<file path="src/rtl/enp_pkg.sv">
package enp_pkg;

	localparam int unsigned ALIGN_BYTES = 4;
	localparam int unsigned HEADER_BYTES = 12;
	localparam int unsigned INT_MAX_BYTES = 8;
	localparam logic [23:0] OWNER_GNU = 24'h554E47;
	localparam logic [31:0] OWNER_CORE = 32'h45524F43;

	typedef enum logic [1:0] {
		REG_NAME_LIMIT   = 2'd0,
		REG_DATA_LIMIT   = 2'd1,
		REG_RECORD_LIMIT = 2'd2,
		REG_BIG_ENDIAN   = 2'd3
	} reg_index_t;

	typedef enum logic {
		ITEM_START = 1'b0,
		ITEM_BYTE  = 1'b1
	} item_kind_t;

	typedef enum logic [1:0] {
		RES_NOTE   = 2'd0,
		RES_FINISH = 2'd1,
		RES_ERROR  = 2'd2
	} res_kind_t;

	typedef enum logic [1:0] {
		ERR_NONE      = 2'd0,
		ERR_LIMIT     = 2'd1,
		ERR_TRUNCATED = 2'd2,
		ERR_OWNER     = 2'd3
	} err_code_t;

	typedef enum logic [1:0] {
		VAL_INT   = 2'd0,
		VAL_TEXT  = 2'd1,
		VAL_BYTES = 2'd2
	} val_kind_t;

	typedef enum logic [6:0] {
		PH_IDLE     = 7'b0000001,
		PH_HEADER   = 7'b0000010,
		PH_NAME     = 7'b0000100,
		PH_NAME_PAD = 7'b0001000,
		PH_DESC     = 7'b0010000,
		PH_DESC_PAD = 7'b0100000,
		PH_DONE     = 7'b1000000
	} phase_t;

	typedef struct packed {
		logic [31:0] name_limit;
		logic [31:0] data_limit;
		logic [31:0] record_limit;
		logic        big_endian;
	} cfg_t;

	typedef struct packed {
		logic [63:0] integer_value;
		logic [1:0]  val_kind;
		logic [31:0] descriptor_length;
		logic [31:0] owner_length;
		logic [31:0] note_type;
		logic [31:0] offset;
		logic [1:0]  error_code;
		logic [1:0]  result_kind;
	} result_t;

	typedef struct packed {
		logic [1:0]       n;
		result_t [1:0]    r;
	} res_pair_t;

	function automatic logic [31:0] pad_of(input logic [31:0] x);
		logic [31:0] neg;
		neg = ~x + 32'd1;
		return neg & 32'(ALIGN_BYTES - 1);
	endfunction

	function automatic logic byte_ok(input logic [7:0] b);
		return (b >= 8'h20 && b <= 8'h7E) || (b >= 8'h09 && b <= 8'h0D);
	endfunction

endpackage

</file>
<file path="src/rtl/enp_cfg.sv">
module enp_cfg (
	input  logic               clk,
	input  logic               arst_n,
	input  logic               cfg_valid,
	output logic               cfg_ready,
	input  logic [1:0]         cfg_index,
	input  logic [31:0]        cfg_data,
	output enp_pkg::cfg_t      cfg
);
	import enp_pkg::*;

	cfg_t cfg_q;

	assign cfg_ready = 1'b1;
	assign cfg = cfg_q;

	always_ff @(posedge clk or negedge arst_n) begin
		if (!arst_n) begin
			cfg_q.name_limit   <= 32'd4096;
			cfg_q.data_limit   <= 32'd16777216;
			cfg_q.record_limit <= 32'd65536;
			cfg_q.big_endian   <= 1'b0;
		end else if (cfg_valid) begin
			unique case (reg_index_t'(cfg_index))
				REG_NAME_LIMIT:   cfg_q.name_limit <= cfg_data;
				REG_DATA_LIMIT:   cfg_q.data_limit <= cfg_data;
				REG_RECORD_LIMIT: cfg_q.record_limit <= cfg_data;
				REG_BIG_ENDIAN:   cfg_q.big_endian <= cfg_data[0];
				default:          cfg_q <= cfg_q;
			endcase
		end
	end

endmodule

</file>
<file path="src/rtl/enp_core.sv">
module enp_core (
	input  logic                 clk,
	input  logic                 arst_n,
	input  enp_pkg::cfg_t        cfg,
	input  logic                 in_valid,
	output logic                 in_ready,
	input  logic                 in_kind,
	input  logic [31:0]          in_length,
	input  logic [7:0]           in_byte,
	input  logic                 can_load,
	output logic                 pair_valid,
	output enp_pkg::res_pair_t   pair
);
	import enp_pkg::*;

	logic        valid_s1;
	item_kind_t  kind_s1;
	logic [31:0] len_s1;
	logic [7:0]  byte_s1;
	logic        fire;

	phase_t      ph_q, nx_ph;
	logic [31:0] pos_q, nx_pos;
	logic [31:0] len_q, nx_len;
	logic [31:0] rs_q, nx_rs;
	logic [31:0] fc_q, nx_fc;
	logic [31:0] hw_q, nx_hw;
	logic [31:0] own_q, nx_own;
	logic [31:0] vs_q, nx_vs;
	logic [31:0] type_q, nx_type;
	logic [31:0] oh_q, nx_oh;
	logic [31:0] trim_q, nx_trim;
	logic [1:0]  tf_q, nx_tf;
	logic [63:0] va_q, nx_va;
	logic [31:0] cnt_q, nx_cnt;

	logic [1:0]  nx_n;
	result_t     res_a [2];
	logic        begin_note;
	logic [31:0] hw_new, rem, after, pad_own, pad_vs;
	logic        gnu, core;

	assign fire = valid_s1 && can_load;
	assign in_ready = !valid_s1 || fire;

	always_ff @(posedge clk or negedge arst_n) begin
		if (!arst_n) begin
			valid_s1 <= 1'b0;
		end else if (in_ready) begin
			valid_s1 <= in_valid;
		end
	end

	always_ff @(posedge clk) begin
		if (in_ready && in_valid) begin
			kind_s1 <= item_kind_t'(in_kind);
			len_s1  <= in_length;
			byte_s1 <= in_byte;
		end
	end

	always_comb begin
		nx_ph = ph_q; nx_pos = pos_q; nx_len = len_q; nx_rs = rs_q; nx_fc = fc_q;
		nx_hw = hw_q; nx_own = own_q; nx_vs = vs_q; nx_type = type_q; nx_oh = oh_q;
		nx_trim = trim_q; nx_tf = tf_q; nx_va = va_q; nx_cnt = cnt_q;
		nx_n = 2'd0;
		res_a[0] = '0;
		res_a[1] = '0;
		begin_note = 1'b0;
		hw_new = '0;
		rem = '0;
		after = '0;
		pad_own = '0;
		pad_vs = '0;
		gnu = 1'b0;
		core = 1'b0;
		if (fire) begin
			if (kind_s1 == ITEM_START) begin
				nx_pos = '0;
				nx_cnt = '0;
				nx_len = len_s1;
				nx_rs = '0;
				if (len_s1 > cfg.data_limit) begin
					res_a[0].result_kind = RES_ERROR;
					res_a[0].error_code = ERR_LIMIT;
					nx_n = 2'd1;
					nx_ph = PH_DONE;
				end else begin
					begin_note = 1'b1;
				end
			end else if (ph_q != PH_IDLE && ph_q != PH_DONE) begin
				nx_pos = pos_q + 32'd1;
				nx_fc = fc_q + 32'd1;
				// byte lands in the field of the current phase
				if (ph_q == PH_HEADER) begin
					if (cfg.big_endian)
						hw_new = {hw_q[23:0], byte_s1};
					else
						hw_new = hw_q | (32'(byte_s1) << {fc_q[1:0], 3'b000});
					nx_hw = hw_new;
					if (fc_q[1:0] == 2'd3) begin
						if (fc_q == 32'd3) nx_own = hw_new;
						else if (fc_q == 32'd7) nx_vs = hw_new;
						else nx_type = hw_new;
						nx_hw = '0;
					end
				end else if (ph_q == PH_NAME) begin
					if (fc_q < 32'd4)
						nx_oh = oh_q | (32'(byte_s1) << {fc_q[1:0], 3'b000});
					if (byte_s1 != 8'd0) begin
						nx_trim = fc_q + 32'd1;
						if (!byte_ok(byte_s1)) nx_tf[0] = 1'b1;
					end
				end else if (ph_q == PH_DESC) begin
					if (byte_s1 != 8'd0 && !byte_ok(byte_s1)) nx_tf[1] = 1'b1;
					if (fc_q < 32'(INT_MAX_BYTES)) begin
						if (cfg.big_endian)
							nx_va = {va_q[55:0], byte_s1};
						else
							nx_va = va_q | (64'(byte_s1) << {fc_q[2:0], 3'b000});
					end
				end
				pad_own = pad_of(nx_own);
				pad_vs = pad_of(nx_vs);

				// settle through every field that is now complete
				if (nx_ph == PH_HEADER && nx_fc >= 32'(HEADER_BYTES)) begin
					rem = nx_len - nx_pos;
					if (nx_own > cfg.name_limit || nx_vs > cfg.data_limit || nx_own > rem) begin
						res_a[0].result_kind = RES_ERROR;
						res_a[0].error_code = ERR_LIMIT;
						res_a[0].offset = nx_rs;
						nx_n = 2'd1;
						nx_ph = PH_DONE;
					end else if (({1'b0, nx_own} + {1'b0, pad_own}) > {1'b0, rem}) begin
						res_a[0].result_kind = RES_ERROR;
						res_a[0].error_code = ERR_TRUNCATED;
						res_a[0].offset = nx_rs;
						nx_n = 2'd1;
						nx_ph = PH_DONE;
					end else begin
						nx_ph = PH_NAME;
						nx_fc = '0;
					end
				end
				if (nx_ph == PH_NAME && nx_fc >= nx_own) begin
					after = nx_pos + pad_own;
					rem = nx_len - after;
					res_a[0].result_kind = RES_ERROR;
					nx_ph = PH_DONE;
					nx_n = 2'd1;
					if (nx_trim == '0 || nx_tf[0]) begin
						res_a[0].error_code = ERR_OWNER;
						res_a[0].offset = nx_rs;
					end else if (nx_vs > rem) begin
						res_a[0].error_code = ERR_TRUNCATED;
						res_a[0].offset = after;
					end else if (({1'b0, nx_vs} + {1'b0, pad_vs}) > {1'b0, rem}) begin
						res_a[0].error_code = ERR_TRUNCATED;
						res_a[0].offset = after + nx_vs;
					end else if (nx_cnt >= cfg.record_limit) begin
						res_a[0].error_code = ERR_LIMIT;
						res_a[0].offset = nx_rs;
					end else begin
						res_a[0] = '0;
						nx_n = 2'd0;
						nx_ph = PH_NAME_PAD;
						nx_fc = '0;
					end
				end
				if (nx_ph == PH_NAME_PAD && nx_fc >= pad_own) begin
					nx_ph = PH_DESC;
					nx_fc = '0;
				end
				if (nx_ph == PH_DESC && nx_fc >= nx_vs) begin
					nx_ph = PH_DESC_PAD;
					nx_fc = '0;
				end
				if (nx_ph == PH_DESC_PAD && nx_fc >= pad_vs) begin
					gnu = nx_trim == 32'd3 && nx_oh[23:0] == OWNER_GNU;
					core = nx_trim == 32'd4 && nx_oh == OWNER_CORE;
					res_a[0].result_kind = RES_NOTE;
					res_a[0].offset = nx_rs;
					res_a[0].note_type = nx_type;
					res_a[0].owner_length = nx_trim;
					res_a[0].descriptor_length = nx_vs;
					if (nx_vs <= 32'(INT_MAX_BYTES) && (gnu || core)) begin
						res_a[0].val_kind = VAL_INT;
						res_a[0].integer_value = nx_va;
					end else if (nx_vs != '0 && !nx_tf[1]) begin
						res_a[0].val_kind = VAL_TEXT;
					end else begin
						res_a[0].val_kind = VAL_BYTES;
					end
					nx_n = 2'd1;
					nx_cnt = nx_cnt + 32'd1;
					begin_note = 1'b1;
				end
			end
		end

		if (begin_note) begin
			rem = nx_len - nx_pos;
			nx_rs = nx_pos;
			nx_fc = '0; nx_hw = '0; nx_own = '0; nx_vs = '0; nx_type = '0;
			nx_oh = '0; nx_trim = '0; nx_tf = '0; nx_va = '0;
			if (rem == '0) begin
				res_a[nx_n[0]] = '0;
				res_a[nx_n[0]].result_kind = RES_FINISH;
				nx_n = nx_n + 2'd1;
				nx_ph = PH_DONE;
			end else if (rem < 32'(HEADER_BYTES)) begin
				res_a[nx_n[0]] = '0;
				res_a[nx_n[0]].result_kind = RES_ERROR;
				res_a[nx_n[0]].error_code = ERR_TRUNCATED;
				res_a[nx_n[0]].offset = nx_pos;
				nx_n = nx_n + 2'd1;
				nx_ph = PH_DONE;
			end else begin
				nx_ph = PH_HEADER;
			end
		end
	end

	always_ff @(posedge clk or negedge arst_n) begin
		if (!arst_n) begin
			ph_q <= PH_IDLE;
			pos_q <= '0; len_q <= '0; rs_q <= '0; fc_q <= '0; hw_q <= '0;
			own_q <= '0; vs_q <= '0; type_q <= '0; oh_q <= '0; trim_q <= '0;
			tf_q <= '0; va_q <= '0; cnt_q <= '0;
		end else if (fire) begin
			ph_q <= nx_ph;
			pos_q <= nx_pos; len_q <= nx_len; rs_q <= nx_rs; fc_q <= nx_fc;
			hw_q <= nx_hw; own_q <= nx_own; vs_q <= nx_vs; type_q <= nx_type;
			oh_q <= nx_oh; trim_q <= nx_trim; tf_q <= nx_tf; va_q <= nx_va;
			cnt_q <= nx_cnt;
		end
	end

	always_comb begin
		pair.n = nx_n;
		pair.r[0] = res_a[0];
		pair.r[1] = res_a[1];
		pair_valid = fire && nx_n != 2'd0;
	end

	a_done_sticky: assert property (@(posedge clk) disable iff (!arst_n)
		fire && kind_s1 == ITEM_BYTE && ph_q == PH_DONE |=> ph_q == PH_DONE)
		else $error("byte beat left a closed section");

	a_pos_bound: assert property (@(posedge clk) disable iff (!arst_n)
		(ph_q == PH_HEADER || ph_q == PH_NAME || ph_q == PH_NAME_PAD ||
		 ph_q == PH_DESC || ph_q == PH_DESC_PAD) |-> pos_q < len_q)
		else $error("open section with no bytes left");

endmodule

</file>
<file path="src/rtl/enp_out.sv">
module enp_out (
	input  logic                 clk,
	input  logic                 arst_n,
	input  logic                 pair_valid,
	input  enp_pkg::res_pair_t   pair,
	output logic                 can_load,
	output logic                 m_axis_tvalid,
	input  logic                 m_axis_tready,
	output logic [199:0]         m_axis_tdata,
	output logic [1:0]           m_axis_tuser,
	output logic                 m_axis_tlast
);
	import enp_pkg::*;

	res_pair_t pair_q;
	logic      valid_q;
	logic      sel_q;
	logic      take;
	logic      done;
	result_t   cur;

	assign cur = sel_q ? pair_q.r[1] : pair_q.r[0];
	assign take = valid_q && m_axis_tready;
	assign done = take && (sel_q || pair_q.n == 2'd1);
	assign can_load = !valid_q || done;

	assign m_axis_tvalid = valid_q;
	assign m_axis_tuser = cur.result_kind;
	assign m_axis_tlast = sel_q || pair_q.n == 2'd1;
	assign m_axis_tdata = {4'b0000, cur.integer_value, cur.val_kind,
		cur.descriptor_length, cur.owner_length, cur.note_type, cur.offset,
		cur.error_code};

	always_ff @(posedge clk or negedge arst_n) begin
		if (!arst_n) begin
			valid_q <= 1'b0;
			sel_q <= 1'b0;
		end else if (can_load) begin
			valid_q <= pair_valid;
			sel_q <= 1'b0;
		end else if (take) begin
			sel_q <= 1'b1;
		end
	end

	always_ff @(posedge clk) begin
		if (can_load && pair_valid) pair_q <= pair;
	end

	a_sel_pair: assert property (@(posedge clk) disable iff (!arst_n)
		valid_q && sel_q |-> pair_q.n == 2'd2)
		else $error("second beat shown for a single result");

	a_second_follows: assert property (@(posedge clk) disable iff (!arst_n)
		take && !sel_q && pair_q.n == 2'd2 |=> valid_q && sel_q)
		else $error("second result of a pair lost");

endmodule

</file>
<file path="src/rtl/elf_note_stream_parser.sv">
// channel   direction  beat contents
// s_axis    in         tuser kind, tdata section_length and data_byte
// m_axis    out        tuser result_kind, tdata result fields, tlast last of item
// cfg       in         cfg_index selects register, cfg_data value
//
// one input beat per cycle while m_axis does not stall; each beat is registered in
// the input register, its parse step runs from there and its results load the output pair
// register. a beat giving two results puts them out as two m_axis beats, tlast on the second.
// config writes are always ready. reset: idle, limits to defaults.
// m_axis stalls back up through the pair register into s_axis_tready.
module elf_note_stream_parser (
	input  logic         clk,
	input  logic         arst_n,
	input  logic         s_axis_tvalid,
	output logic         s_axis_tready,
	input  logic [39:0]  s_axis_tdata,  // section_length, data_byte
	input  logic         s_axis_tuser,  // kind
	output logic         m_axis_tvalid,
	input  logic         m_axis_tready,
	output logic [199:0] m_axis_tdata,  // error_code, offset, note_type, owner_length,
	                                    // descriptor_length, val_kind, integer_value
	output logic [1:0]   m_axis_tuser,  // result_kind
	output logic         m_axis_tlast,
	input  logic         cfg_valid,
	output logic         cfg_ready,
	input  logic [1:0]   cfg_index,
	input  logic [31:0]  cfg_data
);
	import enp_pkg::*;

	cfg_t      cfg;
	res_pair_t pair;
	logic      pair_valid;
	logic      can_load;

	enp_cfg u_cfg (
		.clk       (clk),
		.arst_n    (arst_n),
		.cfg_valid (cfg_valid),
		.cfg_ready (cfg_ready),
		.cfg_index (cfg_index),
		.cfg_data  (cfg_data),
		.cfg       (cfg)
	);

	enp_core u_core (
		.clk        (clk),
		.arst_n     (arst_n),
		.cfg        (cfg),
		.in_valid   (s_axis_tvalid),
		.in_ready   (s_axis_tready),
		.in_kind    (s_axis_tuser),
		.in_length  (s_axis_tdata[31:0]),
		.in_byte    (s_axis_tdata[39:32]),
		.can_load   (can_load),
		.pair_valid (pair_valid),
		.pair       (pair)
	);

	enp_out u_out (
		.clk           (clk),
		.arst_n        (arst_n),
		.pair_valid    (pair_valid),
		.pair          (pair),
		.can_load      (can_load),
		.m_axis_tvalid (m_axis_tvalid),
		.m_axis_tready (m_axis_tready),
		.m_axis_tdata  (m_axis_tdata),
		.m_axis_tuser  (m_axis_tuser),
		.m_axis_tlast  (m_axis_tlast)
	);

endmodule

</file>
<file path="config.mk">
export PLATFORM = sky130hd
export DESIGN_NAME = elf_note_stream_parser
export DESIGN_NICKNAME = d
export VERILOG_FILES = /design/src/rtl/enp_pkg.sv /design/src/rtl/enp_cfg.sv /design/src/rtl/enp_core.sv /design/src/rtl/enp_out.sv /design/src/rtl/elf_note_stream_parser.sv
export SDC_FILE = /design/constraint.sdc
export NUM_CORES = 2
export LEC_CHECK = 0
export BUFFER_PORTS_ARGS = -buffer_cell sky130_fd_sc_hd__buf_2
export CAP_MARGIN = 20
export CORE_MARGIN = 1
export CORE_UTILIZATION = 25
export CTS_CLUSTER_DIAMETER = 150
export CTS_CLUSTER_SIZE = 10
export DETAILED_ROUTE_END_ITERATION = 8
export GPL_ROUTABILITY_DRIVEN = 0
export MAX_ROUTING_LAYER = met4
export PLACE_DENSITY = 0.43
export SYNTH_ARGS = -nofsm -noshare
export SYNTH_HDL_FRONTEND = slang
export SYNTH_HIERARCHICAL = 1
export SYNTH_SLANG_ARGS = --single-unit
</file>
<file path="constraint.sdc">
create_clock -name clk -period 49.8 [get_ports clk]
set_clock_uncertainty 0.2 [all_clocks]
set_input_delay 2.49 -clock clk [delete_from_list [all_inputs] [get_ports clk]]
set_output_delay 2.49 -clock clk [all_outputs]
set_load 0.01 [all_outputs]
</file>
# Word level (Yosys, flattened, before mapping)
# Cells that the tools add are included.
[word_totals]
ff_bits = 964
in_bits = 80
output_inout_bits = 206
wordCells = 358
[classes]
add_sub_neg = 13
order_cmp = 23
n_eq_ne = 24
n_shift = 2
mux = 195
n_bitwise = 8
reduce_logical = 52
[op_table]
columns = ["operator", "count"]
rows = [
  ["$mux 32", 85],
  ["$bwmux 396", 4],
  ["$mux 396", 3],
  ["$demux 198 s1", 4],
  ["$mux 198", 4],
  ["$mux 64", 9],
  ["$and 396x396->396", 1],
  ["$not 396->396", 1],
  ["$mux 194", 2],
  ["$mux 7", 28],
  ["$mux 36", 5],
  ["$gt 32x32->1", 5],
  ["$mux 34", 4],
  ["$add 32x1->32 const B", 3],
  ["$ge 32x32->1", 3],
  ["$sub 32x32->32", 3],
  ["$add 32x2->33", 2],
  ["$gt 33x32->1", 2],
  ["$eq 32x2->1 const B", 2],
  ["$eq 32x3->1 const B", 2],
  ["$ge 32x2->1", 2],
  ["$logic_not 32->1", 2],
  ["$lt 32x4->1 const B", 2],
  ["$or 32x32->32", 2],
  ["45 further kinds", 137],
]

# Logic depth before layout (Yosys ltp)
[logic_depth]
depth_word = 58
depth_mapped = 77
ltp_nobuf = 71

# Hierarchy
# The synthesis kept the hierarchy.
[by_module_without_submodules]
columns = ["module", "instances", "cells_per_inst", "area_each_um2"]
rows = [
  ["enp_core", 1, 5659, 43789.5],
  ["enp_out", 1, 634, 14557.7],
  ["enp_cfg", 1, 209, 3682.3],
]

# Worst setup path before layout
# OpenSTA, ideal clock, no wires.
[synth_timing]
path_kind = "register -> register"
startpoint = "register u_core.ph_q[3]"
endpoint = "register u_out/pair_q[0] in the netlist's numbering, enable pin"
t_arrival_ps = 43185
required_ps = 47834
path_slack_ps = 4648
path_stages_with_launch = 72
n_path_buf = 6
synth_period_minus_slack_ps = 45152
path_cell_list = "dfrtp_1 -> or3_4 -> or4_1 -> buf_2 -> nor4_4 -> clkbuf_1 -> mux2i_1 -> ha_1 -> ha_1 -> a21oi_1 -> nor2_1 -> nand3b_1 -> or4_1 -> clkbuf_1 -> xnor2_1 -> ha_1 -> or3_1 -> o21ai_0 -> [36 not listed] -> a211oi_1 -> o221ai_1 -> a31oi_1 -> nand3_1 -> a21o_1 -> a221oi_1 -> or3_1 -> ha_1 -> nand2b_1 -> a21o_1 -> o221a_1 -> buf_4 -> o31ai_1 -> inv_1 -> ha_1 -> a211oi_1 -> o21ai_0 -> a21boi_0"
[synth_via]
elab_chain_cells = 48
[synth_lines]
columns = ["element", "line_no", "source"]
rows = [
  ["from (decl)", "enp_core.sv:22", "phase_t ph_q, nx_ph;"],
  ["from (signal assigned)", "enp_core.sv:232", "ph_q <= nx_ph;"],
  ["parallel branches: the longest is 44 deep, another holds $add 32x2->33", "-", ""],
  ["$mux 2 (*)", "enp_core.sv:202", "if (begin_note) begin"],
  ["$reduce_bool 2->1 (*)", "enp_core.sv:244", "pair_valid = fire && nx_n != 2'd0;"],
  ["$logic_and 1x1->1 (*)", "enp_core.sv:244", ""],
  ["via pair_valid", "elf_note_stream_parser.sv:33", "logic pair_valid;"],
  ["$logic_and 1x1->1 (*)", "enp_out.sv:47", "if (can_load && pair_valid) pair_q <= pair;"],
  ["to (signal assigned)", "enp_out.sv:47", ""],
  ["to (decl)", "enp_out.sv:15", "res_pair_t pair_q;"],
]
# Mark *: on every way through the listed nets, which the timed path passes. The select of a mux whose other input is x is not followed.
# A chain may end at the register's enable or synchronous reset.

# Worst setup path after layout
[layout_timing]
startpoint = "register u_core.ph_q[4]"
endpoint = "register u_out/pair_q[120] in the netlist's numbering, enable pin"
# Same word-level chain as after synthesis.

==> metrics.yaml <==
status: "finished clean"
drive_gt1_share_pct: 14.4
vias: 51600
clk_path_buf_depth: 3
cts.sinks: 964
p_per_area_nw_per_um2: 47.4
grt.total_usage_pct: 20.0
fmax_mhz: 46.2
period_share_pct: 43.5
ys_types: 104
slew_viol_final: 0
required_ns: 49.98
core_area_sq_um: 246000
cts_root_buf: "clkbuf_16"
cap_violations: 0
detail-route-antenna-nets: 0
grt_max_degree: 159
syn_avg_cell_area_sq_um: 9.54
dpl.hpwl_um: 188000
post_cts_resized: 0
syn_inst: 6502
slew_headroom_pct: 15.5
overflow: 0
cts_tree: "built"
antenna_found_initial: 22
grt_pass1_wl_um: 356000
end_kind: "flip-flop"
yosys.area.top_type: "edfxtp_1"
worstMarginPinSlew_ns: 1.27
final_nets: 7267
floorplan.initialDensity_pct: 25.2
dr.pass1.iters: 6
die_w_um: 500
wirelength_um: 250000
hold_viol: 0
arrival_ns: 21.84
hold_buffers: 0
slowest_delay_ns: 0.87
synth_area_leaders: "edfxtp_1 21%, dfrtp_1 21%, ha_1 9.2%"
syn_to_final_growth_pct: 13.2
worstHoldPathType: "reg -> reg"
placed_cell_area_sq_um: 66900
num-fill-cells: 26100
ys.flop_type: "dfrtp_1"
critPathLaunchType: "flip-flop"
port-buffer-count: 280
final_cell_area_sq_um: 70200
synth_edf_count: 439
ys_ff_latch: 964
multi_input_area_sq_um: 32500
crit_type: "reg -> reg"
peakVddDrop_mv: 0.0272
drtIter0Drc: 5115
path_max_fanout: 77
netlist.area_leader.share_pct: 21.3
slowest_stage: "buf_4"
period_minus_slack_ns: 21.66
grt_pass1_vias: 49000
post_cts_buffers: 0
die_h_um: 500
clk_latency_ns: 0.81
setup_tns_ns: 0
dieArea_sq_um: 250000
ff_latch_area_sq_um: 26300
io_pins: 286
path_clk_slew_ns: 0.07
synth_area_sq_um: 62000
p_leak_nw: 28.9
cts_buffers: 107
yosysWarnings: 6
rsz0062_at_grt: "no"
drc: 0
cp_top_family: "compound AO/OA/AOI/OAI gates"
rows: 182
setup_viol: 0
vias_per_cell: 5.09
h-tree-depth: 3
drt-wirelength-per-cell_um: 24.6
yosysSeqAreaShare_pct: 42.4
async_reset_ff_share_pct: 54.5
critPathBufInv: 10
-- power by group --
part | switching, mW | internal (mW)
Combinational | 1.02 | 0.512
Clock | 0.354 | 0.409
Sequential | 0.0809 | 0.953
Total | 1.45 | 1.87
-- layer usage --
layer  global-route usage [%]  vias to the layer above  part of all wire (%)  routed length, um
met3                     3.07                      379                   6.4              16000
met2                     30.5                     1945                    45             112000
li1                         -                    23700                     -                  -
met4                     6.91                        0                   3.7               9250
met1                     26.9                    25600                    45             113000
met5                        -                        -                     0                  0
-- path summary, 6_finish.rpt --
kind,startpoint,to,slack (ns),cells past startpoint
setup / recovery,u_core/ph_q[4],u_out/pair_q[120],28.14,74
hold / removal,u_core/rs_q[23],u_core/rs_q[23],0.28,2
setup reg to reg,u_core/ph_q[4],u_out/pair_q[120],28.14,74
hold reg to reg,u_core/rs_q[23],u_core/rs_q[23],0.28,2
max in group asynchronous,arst_n,u_core/trim_q[10],45.83,3
min in group asynchronous,arst_n,u_core/pos_q[5],1.48,1
-- placed cells by master, fill, tap and decap left out, types with 168 or more instances in the layout --
cell type,count
nor2_1,689
nand2_1,600
dfrtp_1,519
ha_1,457
edfxtp_1,439
a21oi_1,362
o21ai_0,326
inv_1,307
mux2_2,301
buf_2,279
buf_4,173
xnor2_1,173
conb_1,168
-- synth_stat cells (all sizes together) (31+ instances only) --
cell type / number
a21o: 95
o21ai: 347
and2: 38
nor2b: 58
dfrtp: 521
nor2: 692
a31oi: 74
o22ai: 75
o211ai: 31
or2: 35
or4: 34
nor4: 63
nor3: 165
buf: 234
a211oi: 70
edfxtp: 439
nand4: 104
o31ai: 69
ha: 457
nand2: 604
nand2b: 45
xor2: 100
and3: 51
inv: 308
a21oi: 369
or3: 42
o21a: 45
xnor2: 173
o2bb2ai: 74
nand3: 145
mux2: 303
clkbuf: 276
a22oi: 38
-- worst reg2reg max path, delay by kind of cell, from the launching register on --
| family | cells | cell delay [ns] |
|---|---|---|
| xor gates and xnor gates | 2 | 0.65 |
| adders and majority gates | 8 | 2.40 |
| DFF | 1 | 0.47 |
| muxes | 1 | 0.72 |
| buffers and inverters | 10 | 4.64 |
| and+or+nand+nor | 24 | 5.47 |
| AOI/OAI and AO/OA | 29 | 6.64 |
-- logic make-up after synthesis --
family / after synthesis / share of synthesized area, %
AO/OA/AOI/OAI: 1503 / 15.7
buffers and inverters: 820 / 6.42
multiplexers: 329 / 5.92
AND/OR/NAND/NOR: 2148 / 16.2
other: 3 / 0.0182
flip-flops: 964 / 42.4
adder cells (fa/ha/maj): 462 / 9.38
XOR/XNOR: 273 / 3.85
-- per-stage QoR --
step                      hold slack, ns  total power [mW]  utilization [%]  cells  setup slack [ns]
after detailed placement           0.267              2.56             27.2   9924             28.35
after global routing               0.295              3.52             28.5  10100             26.81
final                              0.277              3.33             28.5  10100             28.14
after CTS                          0.280              3.35             28.4  10100             28.32
after global placement             0.263              2.55             27.1   9921             29.03
after floorplan                    0.249              2.07                -   6667              4.65
-- cell type report --
class / count / area share, %
multi-input cells: 4883 / 46.3
clock inverters: 9 / 0.301
inverters: 310 / 1.66
clock buffers: 182 / 4.22
flip-flops and latches: 964 / 37.5
repair buffers: 459 / 4.03
diodes: 16 / 0.0570
well taps: 3312 / 5.90
-- sequential cells by signal, summed over array words and instances, names as in the netlist --
signal               flops
u_cfg/cfg               97
u_core/byte_s1           8
u_core/cnt_q            32
u_core/fc_q             32
u_core/hw_q             32
u_core/kind_s1           1
u_core/len_q            32
u_core/len_s1           32
u_core/oh_q             32
u_core/own_q            32
u_core/ph_q              7
u_core/pos_q            32
u_core/rs_q             32
u_core/tf_q              2
u_core/trim_q           32
u_core/type_q           32
u_core/va_q             64
u_core/valid_s1          1
u_core/vs_q             32
u_out/m_axis_tvalid      1
u_out/pair_q           398
u_out/sel_q              1
No activity file was read; power rests on OpenSTA's default activity.
